--- src/hw/rtl/nct_pkg.sv ---
// Shared types and constants for the nearest center tracker.
package nct_pkg;

  localparam int unsigned MaxRowsDef  = 4096;
  localparam int unsigned MaxCenters  = 256;
  localparam int unsigned RowW        = 12;
  localparam int unsigned CenterW     = 8;
  localparam int unsigned CoordW      = 16;
  localparam int unsigned SquareW     = 32;
  localparam int unsigned DistW       = 40;
  localparam int unsigned CostW       = 52;
  localparam int unsigned InDataW     = 56;
  localparam int unsigned OutDataW    = 104;
  localparam int unsigned OutUserW    = 2;
  localparam int unsigned FifoDepth   = 8;

  typedef enum logic {
    REQ_CLEAR = 1'b0,
    REQ_DIST  = 1'b1
  } nct_req_e;

  typedef struct packed {
    logic               valid;
    logic               clear;
    logic               last;
    logic               row_ok;
    logic [RowW-1:0]    row;
    logic [CenterW-1:0] center;
  } nct_ctl_t;

  typedef struct packed {
    logic               has;
    logic [CenterW-1:0] center;
    logic [DistW-1:0]   distance;
  } nct_entry_t;

  typedef struct packed {
    logic [CostW-1:0]   total_cost;
    logic               changed;
    logic               has;
    logic [CenterW-1:0] center;
    logic [DistW-1:0]   distance;
  } nct_result_t;

endpackage

--- src/hw/rtl/nct_fifo.sv ---
// Output word queue that decouples the pipeline from the result stream.
module nct_fifo (
  input  logic                                 clk_i,
  input  logic                                 rst_ni,
  input  logic                                 push_i,
  input  nct_pkg::nct_result_t                 push_data_i,
  input  logic                                 pop_i,
  output logic                                 valid_o,
  output nct_pkg::nct_result_t                 data_o,
  output logic [$clog2(nct_pkg::FifoDepth+1)-1:0] count_o
);

  import nct_pkg::*;

  localparam int unsigned PtrW = $clog2(FifoDepth);
  localparam int unsigned CntW = $clog2(FifoDepth + 1);

  nct_result_t     slot_q [FifoDepth];
  logic [PtrW-1:0] wptr_q, rptr_q;
  logic [CntW-1:0] count_q;
  logic            do_pop;

  assign do_pop = pop_i && (count_q != '0);

  always_ff @(posedge clk_i or negedge rst_ni) begin
    if (!rst_ni) begin
      wptr_q  <= '0;
      rptr_q  <= '0;
      count_q <= '0;
    end else begin
      if (push_i) begin
        wptr_q <= (wptr_q == PtrW'(FifoDepth - 1)) ? '0 : wptr_q + 1'b1;
      end
      if (do_pop) begin
        rptr_q <= (rptr_q == PtrW'(FifoDepth - 1)) ? '0 : rptr_q + 1'b1;
      end
      if (push_i && !do_pop) begin
        count_q <= count_q + 1'b1;
      end else if (!push_i && do_pop) begin
        count_q <= count_q - 1'b1;
      end
    end
  end

  always_ff @(posedge clk_i) begin
    if (push_i) begin
      slot_q[wptr_q] <= push_data_i;
    end
  end

  assign valid_o = (count_q != '0);
  assign data_o  = slot_q[rptr_q];
  assign count_o = count_q;

endmodule

--- config.mk ---
export PLATFORM = sky130hd
export DESIGN_NAME = nct_fifo
export DESIGN_NICKNAME = d
export VERILOG_FILES = /design/src/hw/rtl/nct_pkg.sv /design/src/hw/rtl/nct_fifo.sv
export SDC_FILE = /design/constraint.sdc
export NUM_CORES = 1
export LEC_CHECK = 0
export BUFFER_PORTS_ARGS = -buffer_cell sky130_fd_sc_hd__buf_2
export CAP_MARGIN = 0
export CORE_MARGIN = 2
export CORE_UTILIZATION = 50
export CTS_BUF_LIST = sky130_fd_sc_hd__clkbuf_4
export DETAILED_ROUTE_END_ITERATION = 12
export HOLD_SLACK_MARGIN = 0.1
export PLACE_DENSITY = 0.68
export SETUP_SLACK_MARGIN = 0.4
export SLEW_MARGIN = 0
export SYNTH_ARGS = -nofsm -noshare
export SYNTH_HDL_FRONTEND = slang
export SYNTH_SLANG_ARGS = --single-unit
--- constraint.sdc ---
create_clock -name clk_i -period 12.88 [get_ports clk_i]
set_input_delay 2.576 -clock clk_i [delete_from_list [all_inputs] [get_ports clk_i]]
set_output_delay 2.576 -clock clk_i [all_outputs]
set_load 0.02 [all_outputs]
# Word level (Yosys, flattened, before mapping)
# Memories as Yosys holds them, arrays and structs flattened.
# Cells that the tools add are included.
# op_classes
eq_ne,2
mux,6
n_addsub,4
reduce_logical,7
# op_table
operator,n
4-bit 2-to-1 mux,2
3-bit by 1-bit adder with 3-bit output (second input constant),2
3-bit equality test (second input constant),2
3-bit 2-to-1 mux,2
4-bit by 1-bit adder with 4-bit output (second input constant),1
4-bit nonzero test,1
4-bit by 1-bit subtractor with 4-bit output (second input constant),1
1-bit logical AND,3
1-bit zero test,2
1-bit 2-to-1 mux,2
2-bit nonzero test,1
# totals
regBits,10
wordCells,23
mem_bits_rw,816
out_inout_bits,107
input_bits,106
n_memories,1
# mem_list
name,words,word_bits,read_ports,rd_clocked_by_memory_dff,wr,line_no,source
slot_q,8,102,1,0,1,nct_fifo.sv:18,nct_result_t slot_q [FifoDepth];

# Depth between registers and ports, before layout
# logic_depth
word_depth,5
mapped_depth,7
mapped_depth_nobuf,7

# Worst setup path before layout
# Ideal clock, no wire load.
# synth_timing
kind,input -> register
start,input push_i
end,"memory slot_q[0][0] (netlist bit), enable pin"
setup_ns,0.688
path_slack_ns,2.625
t_arrival_ns,9.567
stages,2
required_ns,12.192
n_path_buf,0
cell_sequence,nand2b_1 > nor3_1
# synth_between
elab_chain_cells,2
# synth_lines
item,line_no,source
start: declaration,nct_fifo.sv:5,"input logic push_i,"
1-bit 2-to-1 mux,nct_fifo.sv:46,if (push_i) begin
1-bit 2-to-1 mux (not written as such),nct_fifo.sv:47,slot_q[wptr_q] <= push_data_i;
end: declaration,nct_fifo.sv:18,
# No other way between the ends.

==> qor.txt <==
Post-Syn Area - 31600 µm²
WL/cell - 23.5 µm
Largest cells by area after synthesis - edfxtp_1 78%, mux4_2 15%, mux2_4 3.0%
R2r setup slk - 9600 ps
Register bit total from synthesis - 826
Clk_lat worst skew - 1000 ps
Yosys top cell by area - edfxtp_1
Post-synth EDFFs - 816
Clk slew on worst S/H paths - 60 ps
CTS Root Cell - clkbuf_4
Endpoints failing setup - 0
H-tree depth - 4
Mapped Nets - 1358
Quantity of hold-fixing buffers added after cts - 0
Endpoint type of the worst setup path - primary output
Nets - 1738
Vias in the first global route - 15700
Initial antenna violation count - 11
Max-slew violations - 0
VDD IR-drop max - 0.168 mV
# rows - 92
Clock Sinks - 826
Critical-path cell list - buf_4 -> buf_4 -> mux4_2 -> mux2_4 -> buf_2
Post-synth top flop - edfxtp_1
Total negative setup slack - 0 ps
Via-per-instance ratio - 5.43
Starting DRT DRC Count - 954
Input/output buffers - 212
CP max stage delay - 790 ps
Relative slew slack - 32.9%
Max Freq - 143 MHz
Mapped Cells - 1244
Fill count - 4615
Bufs on Longest Clock Path - 3
Yosys top cell area share - 77.5%
Initial DRT Pass Iterations - 4
Io pins - 213
Routability cong. - 0.693
Die X - 255 µm
Initial core utilization - 50.4%
Worst setup SP type - flip-flop
Die ar. - 65200 µm²
CP Max Fanout - 46
CP delay by family, top - buffers and inverters
DP Worst Slack - 6730 ps
GR Overflow Total - 0
MaxCap Viol Count - 0
Hold crit path type - reg2reg
Buffers & Inverters on Critical Path - 3
Clock skew - 53.2 ps
Final instance area - 36100 µm²
GRT Util Overall - 19.3%
Placement Cell Area - 33500 µm²
Crit Path Class - reg2out
Avg Cell Area, Syn - 25.4 µm²
Antenna viol nets, final - 0
Area Growth Syn to Fin - 14.1%
Final Hold Vio Count - 0
CP most frequent cell - buf_4
Routed vias - 14300
Worst hold slack - 568 ps
Die height - 255 µm
Yosys cell types - 30
CP max-delay cell - buf_4
Worst slew pin tran - 1010 ps
Register area share after synthesis - 78.3%
Drt drc - 0
Global-route wire length before repair - 93500 µm
Final Cycle Share - 54.2%
Crit path DAT - 4410 ps
CTS tree - done
Synthesis Warnings - 0
Leak Pwr - 12.1 nW
RSZ-0062 raised after global routing - no
Fin worst setup slack - 5900 ps
Setup Buffers After CTS - 0
DP Wirelength - 32000 µm
Worst path required time - 10300 ps
Drt total wl - 61700 µm
Async SR Flop Fraction - 1.21%
Post-CTS resize count - 0
Power Density - 228 nW/µm²
Share of layout cells above drive strength 1 - 48.6%
Largest net degree at the start of global routing - 102
Core area - 62700 µm²
Minimum clock period - 6980 ps
Outcome - finished clean
Total clock buffers created by CTS - 198
cell usage after synthesis (all sizes together), types with 3 or more instances:
cell      n
nand2b    3
clkbuf   13
dfrtp    10
nand2     6
ha        7
o21ai     3
buf      45
nor2      7
edfxtp  816
mux4    204
mux2    106
nor3      4
cell type report:
type | instances | area, µm² | share of cell area [%]
clock buffer | 290 | 2180 | 6.04
clock inverter | 62 | 337 | 0.934
inverter | 2 | 7.51 | 0.0208
sequential | 826 | 24800 | 68.7
tap | 846 | 1060 | 2.94
antenna | 5 | 12.5 | 0.0347
timing repair buffer | 238 | 1270 | 3.52
multi-input combinational | 358 | 6430 | 17.8
report_power, final:
group          total (mW)  switching (mW)  internal [mW]
Clock                2.06           0.972           1.09
Sequential           3.54           0.180           3.36
Combinational        2.62            1.40           1.22
routing by layer:
metal  part of all wire [%]  vias to the layer above  track usage (%)
met3                    6.5                       67             6.12
met1                     40                     7512             24.1
li1                       -                     6270                -
met4                    1.3                       14             6.57
met2                     52                      411             32.2
met5                   0.14                        -                0
flip-flops by register name, indices dropped and copies added, names as in the netlist:
| signal | cells |
|---|---|
| count_o | 4 |
| slot_q | 816 |
| rptr_q | 3 |
| wptr_q | 3 |
metrics by stage:
| stage | instances | utilization [%] | total power, mW |
|---|---|---|---|
| final | 2627 | 57.5 | 8.23 |
| after global routing | 2625 | 57.5 | 8.66 |
| after CTS | 2622 | 57.4 | 8.38 |
| after detailed placement | 2270 | 53.4 | 6.29 |
| after global placement | 2270 | 53.4 | 6.25 |
| after floorplan | 1244 | - | 5.62 |
final timing paths:
| path | end | startpoint | cells after the start |
|---|---|---|---|
| setup / recovery | data_o[26] | rptr_q[0] | 5 |
| hold / removal | wptr_q[2] | wptr_q[2] | 1 |
| setup reg to reg | slot_q[5][16] | wptr_q[0] | 4 |
| hold reg to reg | wptr_q[2] | wptr_q[2] | 1 |
| max in group asynchronous | rptr_q[1] | rst_ni | 1 |
| min in group asynchronous | count_o[1] | rst_ni | 1 |
cell usage in the layout (no fill, tap or decap), types with 7 or more instances in the layout:
| cell type | instances |
|---|---|
| edfxtp_1 | 816 |
| clkinv_1 | 48 |
| dfrtp_1 | 7 |
| mux2_2 | 42 |
| buf_2 | 212 |
| ha_1 | 7 |
| clkbuf_4 | 290 |
| mux4_2 | 204 |
| buf_4 | 25 |
| mux2_4 | 64 |
cells by family after synthesis:
family          after synthesis  share of synthesized area, %
flops                       826                          78.3
mux                         311                          19.1
buf+inv                      60                          1.53
simple gates                 27                         0.424
compound gates               10                         0.237
fa+ha+maj                     8                         0.340
xor+xnor                      2                        0.0554
(Power assumes the default switching activity.)
