<file path="src/hw/rtl/nct_pkg.sv">
// Shared types and constants for the nearest center tracker.
package nct_pkg;

  localparam int unsigned MaxRowsDef  = 4096;
  localparam int unsigned MaxCenters  = 256;
  localparam int unsigned RowW        = 12;
  localparam int unsigned CenterW     = 8;
  localparam int unsigned CoordW      = 16;
  localparam int unsigned SquareW     = 32;
  localparam int unsigned DistW       = 40;
  localparam int unsigned CostW       = 52;
  localparam int unsigned InDataW     = 56;
  localparam int unsigned OutDataW    = 104;
  localparam int unsigned OutUserW    = 2;
  localparam int unsigned FifoDepth   = 8;

  typedef enum logic {
    REQ_CLEAR = 1'b0,
    REQ_DIST  = 1'b1
  } nct_req_e;

  typedef struct packed {
    logic               valid;
    logic               clear;
    logic               last;
    logic               row_ok;
    logic [RowW-1:0]    row;
    logic [CenterW-1:0] center;
  } nct_ctl_t;

  typedef struct packed {
    logic               has;
    logic [CenterW-1:0] center;
    logic [DistW-1:0]   distance;
  } nct_entry_t;

  typedef struct packed {
    logic [CostW-1:0]   total_cost;
    logic               changed;
    logic               has;
    logic [CenterW-1:0] center;
    logic [DistW-1:0]   distance;
  } nct_result_t;

endpackage

</file>
<file path="src/hw/rtl/nct_accum.sv">
// Square of the coordinate difference and saturating per-row partial sum.
module nct_accum #(
  parameter int unsigned MAX_ROWS = nct_pkg::MaxRowsDef
) (
  input  logic                              clk_i,
  input  logic                              rst_ni,
  input  logic                              in_valid_i,
  input  nct_pkg::nct_req_e                 in_req_i,
  input  logic [nct_pkg::RowW-1:0]          in_row_i,
  input  logic [nct_pkg::CenterW-1:0]       in_center_i,
  input  logic signed [nct_pkg::CoordW-1:0] in_point_i,
  input  logic signed [nct_pkg::CoordW-1:0] in_center_coord_i,
  input  logic                              in_last_i,
  output nct_pkg::nct_ctl_t                 s1_ctl_o,
  output nct_pkg::nct_ctl_t                 s2_ctl_o,
  output logic [nct_pkg::DistW-1:0]         s2_dist_o
);

  import nct_pkg::*;

  logic [CoordW:0]   diff;
  logic [CoordW-1:0] abs_diff;
  logic [SquareW-1:0] sq_d, sq_q;
  nct_ctl_t          s1_ctl_d, s1_ctl_q, s2_ctl_q;
  logic [DistW:0]    sum;
  logic [DistW-1:0]  sat_sum;
  logic [DistW-1:0]  partial_d, partial_q, s2_dist_q;

  always_comb begin
    diff     = {in_point_i[CoordW-1], in_point_i}
             - {in_center_coord_i[CoordW-1], in_center_coord_i};
    abs_diff = diff[CoordW] ? CoordW'(-diff) : diff[CoordW-1:0];
    sq_d     = abs_diff * abs_diff;

    s1_ctl_d.valid  = in_valid_i;
    s1_ctl_d.clear  = (in_req_i == REQ_CLEAR);
    s1_ctl_d.last   = in_last_i;
    s1_ctl_d.row_ok = (32'(in_row_i) < MAX_ROWS);
    s1_ctl_d.row    = in_row_i;
    s1_ctl_d.center = in_center_i;
  end

  always_comb begin
    sum       = {1'b0, partial_q} + (DistW+1)'(sq_q);
    sat_sum   = sum[DistW] ? '1 : sum[DistW-1:0];
    partial_d = partial_q;
    if (s1_ctl_q.valid && !s1_ctl_q.clear) begin
      partial_d = s1_ctl_q.last ? '0 : sat_sum;
    end
  end

  always_ff @(posedge clk_i or negedge rst_ni) begin
    if (!rst_ni) begin
      s1_ctl_q  <= '0;
      s2_ctl_q  <= '0;
      partial_q <= '0;
    end else begin
      s1_ctl_q  <= s1_ctl_d;
      s2_ctl_q  <= s1_ctl_q;
      partial_q <= partial_d;
    end
  end

  always_ff @(posedge clk_i) begin
    sq_q      <= sq_d;
    s2_dist_q <= sat_sum;
  end

  assign s1_ctl_o  = s1_ctl_q;
  assign s2_ctl_o  = s2_ctl_q;
  assign s2_dist_o = s2_dist_q;

endmodule

</file>
<file path="config.mk">
export PLATFORM = sky130hd
export DESIGN_NAME = nct_accum
export DESIGN_NICKNAME = d
export VERILOG_FILES = /design/src/hw/rtl/nct_pkg.sv /design/src/hw/rtl/nct_accum.sv
export SDC_FILE = /design/constraint.sdc
export NUM_CORES = 1
export LEC_CHECK = 0
export BUFFER_PORTS_ARGS = -buffer_cell sky130_fd_sc_hd__buf_2
export CAP_MARGIN = 5
export CORE_MARGIN = 1.5
export CORE_UTILIZATION = 44
export DETAILED_ROUTE_END_ITERATION = 16
export MAX_ROUTING_LAYER = met4
export PLACE_DENSITY_LB_ADDON = 0.2
export SYNTH_ARGS = -nofsm -noshare
export SYNTH_HDL_FRONTEND = slang
export SYNTH_SLANG_ARGS = --single-unit
</file>
<file path="constraint.sdc">
create_clock -name clk_i -period 3.6 [get_ports clk_i]
set_clock_uncertainty 0.05 [all_clocks]
set_input_delay 0 -clock clk_i [delete_from_list [all_inputs] [get_ports clk_i]]
set_output_delay 0 -clock clk_i [all_outputs]
set_load 0.05 [all_outputs]
</file>
# Word-level counts from Yosys, hierarchy flattened
# Index checks and enable logic that the tools add are counted.
[word_totals]
regBits = 160
input_bits = 57
[op_classes]
add_sub_neg = 3
mul = 1
mux = 3
bitwise_logic = 1
reduce_logical = 2
[ops]
columns = ["cell", "n"]
rows = [
  ["2-to-1 mux 40 bit", 2],
  ["adder 40 x 32 -> 41 bit", 1],
  ["multiplier 16 x 16 -> 32 bit", 1],
  ["subtractor 16 x 16 -> 17 bit", 1],
  ["2-to-1 mux 16 bit", 1],
  ["negation 16 bit", 1],
  ["logical AND 1 bit", 1],
  ["zero test 1 bit", 1],
  ["inverter 1 bit", 1],
]

# Logic depth before layout (Yosys ltp)
[depth]
depth_word = 4
depth_mapped = 39

# Worst setup path before layout
# OpenSTA, ideal clock, no wires.
[synth_path]
path_kind = "in2reg"
startpoint = "input port in_point_i[0] (netlist bit)"
endpoint = "register sq_q[30]"
setup_time_ns = 0.121
t_arrival_ns = 8.698
required_time_ns = 3.429
slack_ns = -5.269
cell_stages = 34
n_path_buf = 1
cell_sequence = "inv_1 -> ha_1 -> fa_1 -> and2b_1 -> o221ai_1 -> a21o_1 -> a21oi_1 -> xnor2_1 -> a211o_1 -> o31a_1 -> or3_4 -> and2_1 -> buf_6 -> or2_2 -> fa_1 -> inv_1 -> fa_1 -> fa_1 -> fa_1 -> fa_1 -> inv_1 -> fa_1 -> inv_1 -> ha_1 -> a21o_1 -> a21o_1 -> a21o_1 -> a21oi_1 -> o21ai_0 -> a221oi_1 -> o21ai_0 -> o311ai_0 -> mux2i_1 -> nand2_1"
[synth_between]
elab_chain_cells = 4
[synth_rtl]
columns = ["element", "line", "text"]
rows = [
  ["start: declaration", "nct_accum.sv:11", "input logic signed [nct_pkg::CoordW-1:0] in_point_i,"],
  ["subtractor 16 x 16 -> 17 bit (*)", "nct_accum.sv:31", "- {in_center_coord_i[CoordW-1], in_center_coord_i};"],
  ["negation 16 bit", "nct_accum.sv:32", "abs_diff = diff[CoordW] ? CoordW'(-diff) : diff[CoordW-1:0];"],
  ["2-to-1 mux 16 bit (*)", "nct_accum.sv:32", ""],
  ["multiplier 16 x 16 -> 32 bit (*)", "nct_accum.sv:33", "sq_d = abs_diff * abs_diff;"],
  ["named net sq_d[30]", "nct_accum.sv:23", "logic [SquareW-1:0] sq_d, sq_q;"],
  ["end signal: assignment", "nct_accum.sv:65", "sq_q <= sq_d;"],
  ["end: declaration", "nct_accum.sv:23", ""],
]
# Mark *: on every way through the listed nets, which the timed path passes. The rest lies on a longest branch.
# A chain may end at the register's enable or synchronous reset.

# Final worst setup path
# Same ends and word-level chain as after synthesis.

==> results by group <==
Outcome
  • Status: complete, but fails checks
  • Failing checks: setup timing

Floorplan
  • Ports: 145
  • Die height: 185 um
  • Core footprint: 32,500 sq um
  • Initial core utilization: 44.8%
  • Die extent in x: 185 um
  • Die area: 34,200 sq um
  • Row count: 66

Clock network
  • Clock sink count: 159
  • Clock transition at the registers of the reported paths: 0.07 ns
  • CTS tree: built
  • # H-tree levels: 4
  • CTS Buf Count: 17
  • Max Buffers Root-to-Sink: 2
  • Worst-Skew Late Latency: 0.42 ns
  • Root buf cell: clkbuf_16

Worst setup path
  • Largest fanout on the critical path: 6
  • Most common cell on crit path: fa_2
  • Reg-to-reg critical path endpoint: partial_q[18]$_DFFE_PN0P_
  • Startpoint types: input pin
  • Max incr delay on CP: 0.54 ns
  • Crit path capture type: flop
  • Worst r2r src: partial_q[0]$_DFFE_PN0P_
  • Slowest CP cell: fa_1
  • Register-to-Register Path Depth: 14
  • Critical Path RT: 3.86 ns
  • Crit path kind: input pin to flop
  • R2R setup slack: 0.24 ns
  • Crit path DAT: 7.94 ns

Timing
  • Slew Limit Fails: 0
  • Worst setup margin: -4.08 ns
  • Unrepaired setup endpoints after global routing: yes
  • Fin. Hold Viols: 0
  • Setup violations, final: 29
  • Worst-Margin Slew: 0.882 ns
  • Tmin final: 7.68 ns
  • Final Cycle Share: 213%
  • Fmax: 130 MHz
  • Rel. slew slack: 41.1%

Synthesis
  • Netlist cell types: 74
  • Ys async rst share: 55.3%
  • Area leader, netlist: fa_1
  • Synth top area share: 22.7%
  • Top post-synthesis cells by area: fa_1 23%, dfrtp_1 15%, ha_1 12%, dfxtp_1 9.8%, inv_1 7.2%
  • Sequential area share after synthesis: 24.9%
  • Main synth FF type: dfrtp_1
  • Synth Register Bits: 159
  • EDFF count, synth: 0
  • Synth warn: 0
  • Syn_nets: 1,925
  • Synthesized area: 14,600 sq um
  • Mean Syn Cell Area: 9.35 sq um
  • Cells after Synth: 1,558

Global routing
  • Total GRT Usage: 22.5%
  • Global route total overflow: 0
  • First-pass GRT wire length: 60.3 mm
  • Number of global-route vias before repair: 12,900
  • Largest net degree at the start of global routing: 70
  • Initial antenna violation count: 0

Worst hold path
  • Hold Path Origin: in_center_i[2]
  • Hold crit path type: input pin to flop
  • Hold Path End: s1_ctl_o[2]$_DFF_PN0_
  • Hold depth: 2

Route
  • Vias/cell: 5.00
  • Final ANT Viol Nets: 0
  • DR DRC count: 0
  • DRT Pass-1 Iters: 6
  • Post-detailed-route wirelength per cell: 15.0 um
  • Total number of vias: 12,300
  • DR iter-0 viols: 450
  • Final wirelength: 37.0 mm

Cells and area
  • P&R area growth vs syn: 40.3%
  • Layout cells sized above 1: 35.0%
  • Inserted Diodes: 0
  • Final Instance Area: 20,400 sq um
  • Layout Nets: 2,375

Flow run
  • Number of max-cap violations: 0

Placement
  • Port Buffers: 144
  • DP HPWL: 28.5 mm
  • Post-DP Area: 18,100 sq um
  • GP Congestion: 0.918
[final cells by class]
cell class | count | area, sq um
Fill cell | 2723 | 12100
Multi-Input combinational cell | 1073 | 11100
Sequential cell | 159 | 3620
Timing Repair Buffer | 472 | 3490
Inverter | 285 | 1090
Tap cell | 442 | 553
Clock buffer | 18 | 439
Clock inverter | 14 | 178
[cells in the final DEF, fill, tap and decap left out, drive strengths merged, types with 34 or more instances in the layout]
cell type / n
a21o: 36
a21oi: 71
a22o: 34
buf: 448
dfrtp: 88
dfxtp: 71
fa: 165
ha: 145
inv: 288
nand2: 129
nor2: 117
o21ai: 41
xnor2: 57
[per-layer routing]
layer / share of wire (%) / vias to the layer above / track usage [%]
met5: 0 / - / -
met4: 1.8 / 0 / 5.07
met3: 3.7 / 51 / 2.08
met2: 51 / 290 / 41.7
met1: 43 / 5973 / 26.3
li1: - / 6000 / -
[critical path, delay by kind of cell]
| family | cells | cell delay, ns |
|---|---|---|
| adders and majority gates | 9 | 3.68 |
| buffers and inverters | 6 | 0.37 |
| muxes | 1 | 0.22 |
| AOI/OAI and AO/OA | 13 | 2.25 |
| and+or+nand+nor | 6 | 1.38 |
[flip-flops by register name (all words and copies together) (netlist names)]
register / cells
partial_q: 40
s2_dist_o: 40
sq_q: 31
s1_ctl_o: 24
s2_ctl_o: 24
[Yosys cell counts (7+ instances only)]
cell type  number
a211oi_1       12
a21o_1         35
a21oi_1        71
a22o_1         34
a31oi_1        13
and2_1         10
and3_1         13
buf_2           9
clkbuf_1       30
dfrtp_1        88
dfxtp_1        71
fa_1          165
ha_1          145
inv_1         280
nand2_1       129
nand2b_1       24
nand3_1        18
nand4_1        11
nor2_1        117
nor2b_1        12
nor3_1         17
nor4_1          7
o21a_1         14
o21ai_0        41
o21bai_1        9
or2_2           8
xnor2_1        57
xor2_1         24
[cells by family after synthesis]
| kind of cell | Yosys count | synth area share, % |
|---|---|---|
| fa+ha+maj | 310 | 35.1 |
| xor+xnor | 82 | 5.03 |
| flops | 159 | 24.9 |
| mux | 4 | 0.292 |
| other cells | 1 | 0.0257 |
| buf+inv | 326 | 8.58 |
| compound gates | 286 | 13.6 |
| simple gates | 390 | 12.5 |
[stage by stage]
stage,TNS [ns],instances,utilization [%],hold WS [ns],setup WS [ns]
2_1_floorplan,-83.73,1558,-,-0.346,-4.29
3_3_place_gp,-99.78,2357,55.7,0.0585,-4.58
3_5_place_dp,-101.57,2357,55.7,0.0593,-4.75
4_1_cts,-86.31,2444,60.8,0.167,-4.03
5_1_grt,-94.48,2463,62.8,0.166,-4.37
6_report,-87.72,2463,62.8,0.178,-4.08
[how the worst max path moves through the flow]
stage / startpoint / endpoint
2_1_floorplan: in_point_i[0] / sq_q[30]$_DFF_P_
3_3_place_gp: in_point_i[0] / sq_q[31]$_DFF_P_
3_5_place_dp: in_point_i[0] / sq_q[31]$_DFF_P_
4_1_cts: in_point_i[0] / sq_q[31]$_DFF_P_
5_1_grt: in_point_i[0] / sq_q[30]$_DFF_P_
6_report: in_point_i[0] / sq_q[30]$_DFF_P_
[what timing repair did]
action / in CTS / in global routing
gates cloned: 0 / 0
hold buffers: 24 / 0
hold endpoints to repair: 91 / 0
pin swaps: 92 / 68
buffers inserted: 37 / 20
endpoints found under the setup margin: 29 / 59
gates resized for setup: 128 / 93
Power is not shown: default switching activity piles up to over one toggle a cycle in this logic, so the estimate is an artifact.
