[config.mk]
export PLATFORM = sky130hd
export DESIGN_NAME = nct_ram
export DESIGN_NICKNAME = d
export VERILOG_FILES = /design/src/hw/rtl/nct_ram.sv
export SDC_FILE = /design/constraint.sdc
export NUM_CORES = 1
export LEC_CHECK = 0
export CORE_MARGIN = 1.5
export CORE_UTILIZATION = 56
export CTS_CLUSTER_SIZE = 12
export DETAILED_ROUTE_END_ITERATION = 7
export DONT_BUFFER_PORTS = 1
export GPL_TIMING_DRIVEN = 0
export PLACE_DENSITY = 0.86
export SYNTH_ARGS = -nofsm -noshare
export SYNTH_HDL_FRONTEND = slang
export SYNTH_SLANG_ARGS = --single-unit
[constraint.sdc]
create_clock -name clk_i -period 1.8 [get_ports clk_i]
set_input_delay 0.27 -clock clk_i [delete_from_list [all_inputs] [get_ports clk_i]]
set_output_delay 0.27 -clock clk_i [all_outputs]
set_load 0.05 [all_outputs]
[src/hw/rtl/nct_ram.sv]
// Generic simple dual-port RAM with registered read, old data on collision.
module nct_ram #(
  parameter int unsigned Width = 8,
  parameter int unsigned Depth = 16,
  parameter int unsigned AddrW = (Depth > 1) ? $clog2(Depth) : 1
) (
  input  logic             clk_i,
  input  logic             we_i,
  input  logic [AddrW-1:0] waddr_i,
  input  logic [Width-1:0] wdata_i,
  input  logic             re_i,
  input  logic [AddrW-1:0] raddr_i,
  output logic [Width-1:0] rdata_o
);

  logic [Width-1:0] mem_q [Depth];

  always_ff @(posedge clk_i) begin
    if (we_i) begin
      mem_q[waddr_i] <= wdata_i;
    end
    if (re_i) begin
      rdata_o <= mem_q[raddr_i];
    end
  end

endmodule

# Yosys cells after proc, flatten, opt, wreduce, memory -nomap -nowiden
# Memories as Yosys holds them, arrays and structs flattened. A register that Yosys moved wholly into a read port is not among the register bits.
# Cells that the tools add are included.
word_totals:
  register_bits: 0
  latch_bits: 0
  ramBits: 128
  romBits: 0
  in_bits: 19
  out_inout_bits: 8
  word_cells: 3
  memories: 1
classes:
  addsub: 0
  mul: 0
  n_div: 0
  order_cmp: 0
  eq_ne: 0
  shift: 0
  n_mux: 2
  bitwise: 0
  n_reduce_logical: 0
memory_table:
  columns: ["name", "depth", "width", "rd", "rd_ports_with_merged_regs", "write_ports", "line_no", "text"]
  rows:
  - ["mem_q", 16, 8, 1, 1, 1, "16", "logic [Width-1:0] mem_q [Depth];"]
ops:
  columns: ["operator", "count"]
  rows:
  - ["$mux 1", 2]

# Depth between registers and ports, before layout
# Gate-level depths: netlist of run 1.
depth:
  depth_word: 2
  mapped_depth: 5
  depth_no_buf: 3

# Worst setup path after synthesis of run 1
# OpenSTA, ideal clock, no wires.
synth_path:
  path_type: "input-to-reg"
  start: "input waddr_i[2]"
  end: "memory mem_q[0][0], enable pin"
  setup_time_ps: 383
  t_arrival_ps: 1380
  required_time_ps: 1417
  slack_ps: 37
  stages: 2
  n_path_buf: 0
  path_cell_list: "or3b_2 > nor3_1"
synth_rtl:
  columns: ["element", "line_no", "text"]
  rows:
  - ["start, declared", "9", "input logic [AddrW-1:0] waddr_i,"]
  - ["end, declared", "16", null]
# No word-level cell before the write port.

==> run summary, run 1 <==
The actual transition at the worst max-transition pin is about 1300 ps. The half-perimeter wire length after placement came out at ~5900 um. The static power due to leakage came out at about 2 nW. In this design, the largest share of critical-path delay is due to multiplexers. The kind of start point of the critical path is a flip-flop.

The critical path is of the flip-flop to flip-flop type. Clock tree synthesis selected as its root buffer the cell clkbuf_8. The share of the yosys chip area belonging to registers came out at 78.1%. The remaining routing DRC violations is 0. The cell area reported after detailed placement came out at 0.00537 mm2. The core region is 0.00915 mm2. The net switching power of the design is around 0.0015 W. The tightest slew margin relative to the limit came out at 9.39%. The peak supply drop is 1.16 mV. The post-detailed-routing wire length came out at between 10000 and 15000 um. The depth of the worst register-to-register path came out at 3. The worst setup path startpoint is mem_q[0][0]. The cell total after placement came out at 340. STA classifies the critical path endpoint as a flip-flop.

The flip-flop and latch count after synthesis came out at 136. The average detailed-routed wire length per instance came out at 27.2 um. The startpoint identified for the worst register-to-register timing path is mem_q[0][0]. The total negative slack for setup checks came out at 0 ps. Of the cells placed in the final design, the portion with a size suffix greater than 1 is ~21%. The initial antenna violation count came out at 0. The fill cell total of the finished layout is 524. The site row count is 35. The clock period could shrink to 1640 ps. The combined buffer and inverter count along the critical path came out at 0. The count of nets left with antenna violations after detail routing is 0. The max-slew violation total from the final report was 0. The first routing iteration left 305 violations.

The total power density per cell area came out at 1250 mW/mm2. The switching fraction of total power is roughly a fifth. The register share of total power is 47.9%. At the worst endpoint, the arrival time is approximately 1900 ps. Traced cell by cell, the critical path runs through mux4_1 > a22oi_1 > nand2_1.

The net count after synthesis is 248. The area overhead of the layout relative to synthesis is 16.3%. The via count of the first global-routing pass is about 2500. The weighted congestion at the end of routability-driven global placement is between 0.7 and 0.8. The via total after detailed routing is 2485. The TritonCTS clock tree is yes.

The buffer levels on the longest clock path is 2. The share of total power in combinational logic came out at 4.0%. Power comes to 0.00761 W. Entering global routing, the biggest net connects 17 pins.

The iteration count of the initial detailed-routing pass is 5. Internal power comes to a little over 0.006 W. Hold is met by approximately 100 ps. Timing would allow up to 609 MHz. The setup violation total in the final timing report is 0. The average vias per placed instance came out at 6.52. The clock transition at the register clock pins on the worst setup and hold paths after CTS is 60 ps. On the final layout, the worst clock skew is 5.35 ps. After routing the design area is 0.00608 mm2.

The worst register-to-register path ends at rdata_o[0]. For this run, the number of standard cells in the final layout without fillers is roughly 380. The flow ran to the end, and the final reports show no timing, DRC or antenna violations.

The die span in y came out at 99.6 um. The total number of nets in the final design is 276. For the worst setup path, the data required time is 2070 ps.

The average instance area after synthesis is around 23 um2. The clock network burns 48.1% of the power. The antenna diode count came out at 0. The maximum fanout along the worst path is 1. The maximum single-stage delay on the critical path is 530 ps.

The slowest stage of the critical path is the mux4_1 cell. In the synthesized netlist, the number of instances is 229. The final count of hold timing violations is 0. The number of unique standard cell types used by synthesis came out at 18. The reported max-cap violation count is 0. The worst hold path belongs to the class input pin to flip-flop. For this design the top-level I/O count stands at 27. In this run the horizontal extent of the chip is 99.6 um. The cell area that synthesis handed to floorplanning was 0.00523 mm2. The die area came out at ~0.0099 mm2. The clock latency reported for the late side of the worst-skew pair is about 530 ps.

The global route total overflow came out at 0. The initial standard-cell utilization of the core came out at 57.1%. During synthesis, Yosys emitted a total of 0 warnings. Setup repair after global routing left no endpoint under its margin. The share of the clock period used by the worst path came out at 91.3%. The setup slack of the most critical reg-to-reg path is roughly 160 ps. The first global-routing pass estimated 15500 um of wire.

The depth of the critical timing path with buffers and inverters included came out at 3. The count of input and output buffers is 0. The termination of the worst setup path is rdata_o[0]. In this run the number of H-tree levels came out at 4.

The overall routing resource usage came out at 23.5%. The sink count of the clock tree is 136. The clock buffer count from CTS is 17.
## how the worst min path moves through the flow
stage                     depth (start not counted)       start            to  slack, ps
after global routing                              1  waddr_i[0]   mem_q[4][1]         90
final                                             1  waddr_i[0]  mem_q[12][1]        100
after detailed placement                          0  wdata_i[1]   mem_q[3][1]        370
after global placement                            0  wdata_i[7]   mem_q[1][7]        370
after CTS                                         1  waddr_i[0]   mem_q[0][0]         90
after floorplan                                   0  wdata_i[0]   mem_q[0][0]        370
## cell usage after synthesis
master / n / area share, %
clkdlybuf4s25_2: 3 / 0.57
nand3b_1: 2 / 0.29
a22oi_1: 16 / 2.3
nand2b_1: 2 / 0.24
and2b_1: 1 / 0.14
nand2_1: 9 / 0.65
nand3_1: 1 / 0.096
buf_6: 3 / 0.65
buf_4: 1 / 0.14
mux4_2: 18 / 7.8
mux4_1: 14 / 7.0
or3b_2: 1 / 0.17
nor2_1: 13 / 0.93
nor2b_1: 1 / 0.12
nor3_1: 4 / 0.38
edfxtp_1: 136 / 78
buf_2: 3 / 0.29
and2_1: 1 / 0.12
## per-layer routing
metal  share of wire [%]  up-vias  track usage, %
met5                   0        -               0
met4                 1.7        0            8.34
met3                 9.8       18            9.14
met2                  50      152            35.4
met1                  39     1273            32.0
li1                    -     1042               -
## cell families after synthesis
| logic type | count (synthesis) | synth area share [%] |
|---|---|---|
| buf+inv | 10 | 1.65 |
| compound gates | 16 | 2.30 |
| flops | 136 | 78.1 |
| mux | 32 | 14.8 |
| simple gates | 35 | 3.14 |
## final cells by class
| type | count | area (um2) | share of cell area, % |
|---|---|---|---|
| Buffer | 10 | 86.3 | 1.42 |
| Clock inverter | 14 | 204 | 3.36 |
| Tap cell | 111 | 139 | 2.28 |
| Clock buffer | 18 | 418 | 6.88 |
| Sequential cell | 136 | 4080 | 67.2 |
| Multi-Input combinational cell | 83 | 1060 | 17.4 |
| Timing Repair Buffer | 9 | 90.1 | 1.48 |
## registers in the layout, summed over array words and instances, names as in the netlist
register  flops
mem_q       128
rdata_o       8
## cells in the final DEF, fill, tap and decap left out, drive strengths merged, types with 2 or more instances in the layout
cell type	Yosys	routed
edfxtp	136	136
mux4	32	32
clkbuf	0	18
a22oi	16	16
nor2	13	13
nand2	9	9
dlygate4sd3	0	9
clkinv	0	8
buf	7	7
bufinv	0	5
nor3	4	4
clkdlybuf4s25	3	3
nand3b	2	2
nand2b	2	2
## power by group through the flow
stage	Clock, W	Sequential (W)	Combinational, W
3_5_place_dp	0	0.00371	0.000240
5_1_grt	0.00382	0.00365	0.000327
6_report	0.00366	0.00365	0.000305
3_3_place_gp	0	0.00370	0.000234
4_1_cts	0.00365	0.00365	0.000304
2_1_floorplan	0	0.00370	0.000180
## metrics by stage
stage,setup slack [ps],utilization [%]
after global placement,-353,58.6
after CTS,158,66.4
final,157,66.4
after detailed placement,-340,58.6
after floorplan,37.1,-
after global routing,90.2,66.4
## timing repair
| item | 4_1_cts | 5_1_grt |
|---|---|---|
| hold buffers | 9 | 0 |
| endpoints found under the hold margin | 136 | 0 |
| buffers inserted | 0 | 0 |
| resized for setup | 0 | 0 |
(Power assumes the default switching activity.)
==> inputs of run 2 (changes only) <==
--- a/config.mk
+++ b/config.mk
@@ -12,6 +12,7 @@
 export DONT_BUFFER_PORTS = 1
 export GPL_TIMING_DRIVEN = 0
 export PLACE_DENSITY = 0.86
+export REMOVE_ABC_BUFFERS = 1
 export SYNTH_ARGS = -nofsm -noshare
 export SYNTH_HDL_FRONTEND = slang
 export SYNTH_SLANG_ARGS = --single-unit
==> run summary, run 2 (synthesis gave the netlist of run 1 again) <==
The run finished with clean final reports. The endpoint identified for the worst register-to-register timing path is rdata_o[3]. The post-route standard cell area excluding fillers is 0.00595 mm2. From synthesis to final layout, the design area changed by 13.7%. The die area came out at 0.00992 mm2. The worst setup path category is flip-flop to flip-flop. The final count of hold timing violations came out at 0. Counting the buffers created by CTS gives 17.

The static power due to leakage is 1.92 nW. The reported max-cap violation count came out at 0. The clock transition at the register clock pins on the worst setup and hold paths after CTS came out at about 60 ps. The tightest hold path in the finished design has a slack of 34.8 ps.

For the worst setup path, the data arrival time is ~1900 ps. The count of nets left with antenna violations after detail routing is 0. The half-perimeter wire length after placement came out at 5410 um. The maximum fanout along the worst path is 1. The root buffer cell chosen for the clock tree is clkbuf_8. The depth of the worst register-to-register path came out at 3. The site row count came out at 35. The kind of start point of the critical path is a flip-flop. Counting instances, the worst hold path has a depth of 1. For this run, the slowest stage of the critical path takes 550 ps. The total overflow left after global routing is 0. The share of cells above drive strength 1 came out at 20.4%. The total power is between 0.007 and 0.008 W. The actual transition at the worst max-transition pin came out at 1310 ps. Setup violations remaining at the end of the flow were counted as 0. The critical path goes through mux4_1 > a22oi_1 > nand2_1. The number of flip-flops in the largest register is between 100 and 150. The peak supply drop came out at between 0.8 and 0.9 mV. Global routing used a little over a fifth of the available tracks across all layers.

The tightest slew margin relative to the limit is 12.1%. The min-delay analysis places its worst path in the category input pin to flip-flop. The final setup skew came out at 6.36 ps. The first-iteration detailed-routing DRC count is between 200 and 250. TritonCTS built the clock tree. The worst hold path begins at waddr_i[0]. The filler-free cell count of the finished design is 371. The post-detailed-routing wire length came out at 9200 um. In this run the count of I/O pins placed on the die edge is 27. The total power density per cell area is about 1200 mW/mm2. The global-route wire length before repair came out at 13900 um. Setup repair after global routing left no endpoint under its margin. The combined buffer and inverter count along the critical path came out at 0. The antenna diode count came out at 0.

The die is roughly 100 um tall. The highest-delay cell along the critical path is mux4_1. Grouping stages by cell kind, the critical path spends the most delay in multiplexers. The average vias per placed instance came out at 6.32. The cell total after placement came out at 330. The post-CTS resize count came out at 0. The initial standard-cell utilization of the core is about 57%. The detailed router placed 2344 vias in this run.

In the layout the commonest cells are edfxtp_1 (136), mux4_2 (18), a22oi_1 (16), clkbuf_16 (16), mux4_1 (14). The sink count of the clock tree is 136. The buffer levels on the longest clock path is 2. The worst setup path is captured at a flip-flop. The total number of nets in the final design is roughly 270. The utilization after layout came out at 65.0%. The via count of the first global-routing pass came out at between 2000 and 2500. Subtracting the final worst setup slack from the clock period gives 1630 ps. The end point of the most critical hold path is mem_q[8][3]. The initial antenna violation count is 0.

During placement, the flow inserted port buffers numbering 0. The number of hold buffers added after CTS came out at 9. The remaining routing DRC violations is 0. Entering global routing, the biggest net connects 33 pins. The number of H-tree branching levels came out at 4. The data required time of the critical path came out at 2050 ps. Timing would allow up to 614 MHz. Leaving out fill and tap cells, the most frequent cell in the layout is edfxtp_1. The setup slack of the most critical reg-to-reg path came out at 170 ps. The average detailed-routed wire length per instance came out at 24.8 um. The max-slew violation total from the final report came out at 0.

The clock latency reported for the late side of the worst-skew pair came out at 520 ps. The cell area reported after detailed placement is about 0.0053 mm2. The number of buffers inserted by post-CTS setup repair came out at 0. The worst register-to-register path begins at mem_q[9][3].

The weighted congestion at the end of routability-driven global placement is roughly 0.67. The x dimension of the die is 99.6 um. The share of the clock period used by the worst path came out at 90.5%. Ranked by flip-flop count, first place goes to mem_q. The largest registers in the layout are mem_q (128), rdata_o (8).

The iteration count of the initial detailed-routing pass is 4. The area of the core region is 0.00915 mm2.
run 2: worst reg2reg max path: cells and delay by family (launching register included):
kind             cells  cell delay, ps
flip-flops           1             390
multiplexers         1             560
AND/OR/NAND/NOR      1             140
AO/OA/AOI/OAI        1             270
run 2: power breakdown:
group / total, W / switching, W / internal, W
Combinational: 0.000243 / 0.000130 / 0.000113
Sequential: 0.00364 / 0.0000715 / 0.00357
Clock: 0.00320 / 0.00134 / 0.00186
run 2: how the worst max path moves through the flow:
stage | startpoint | end | slack [ps] | cells past startpoint
finish | mem_q[9][3] | rdata_o[3] | 170 | 3
detailed placement | waddr_i[2] | mem_q[0][4] | -460 | 2
floorplan | waddr_i[2] | mem_q[0][0] | 40 | 2
CTS | waddr_i[2] | mem_q[0][6] | 20 | 2
global route | mem_q[9][3] | rdata_o[3] | 140 | 3
global placement | waddr_i[2] | mem_q[0][6] | -440 | 2
run 2: area by class of cell:
cell class | count | area (um2)
Clock inverter | 15 | 146
Tap cell | 111 | 139
Timing Repair Buffer | 9 | 90.1
Clock buffer | 17 | 414
Multi-Input combinational cell | 83 | 1070
Fill cell | 554 | 3210
Sequential cell | 136 | 4080
run 2: layer usage:
metal	wire length (um)	global-route usage [%]
met4	82	6.50
met5	0	0
met3	643	8.57
met2	4700	32.4
met1	3770	27.6
run 2: stage by stage:
stage / setup TNS [ps] / setup slack (ps)
floorplan: 0 / 37.1
global placement: -6530 / -445
detailed placement: -9190 / -456
CTS: 0 / 24.1
global route: 0 / 138
finish: 0 / 171
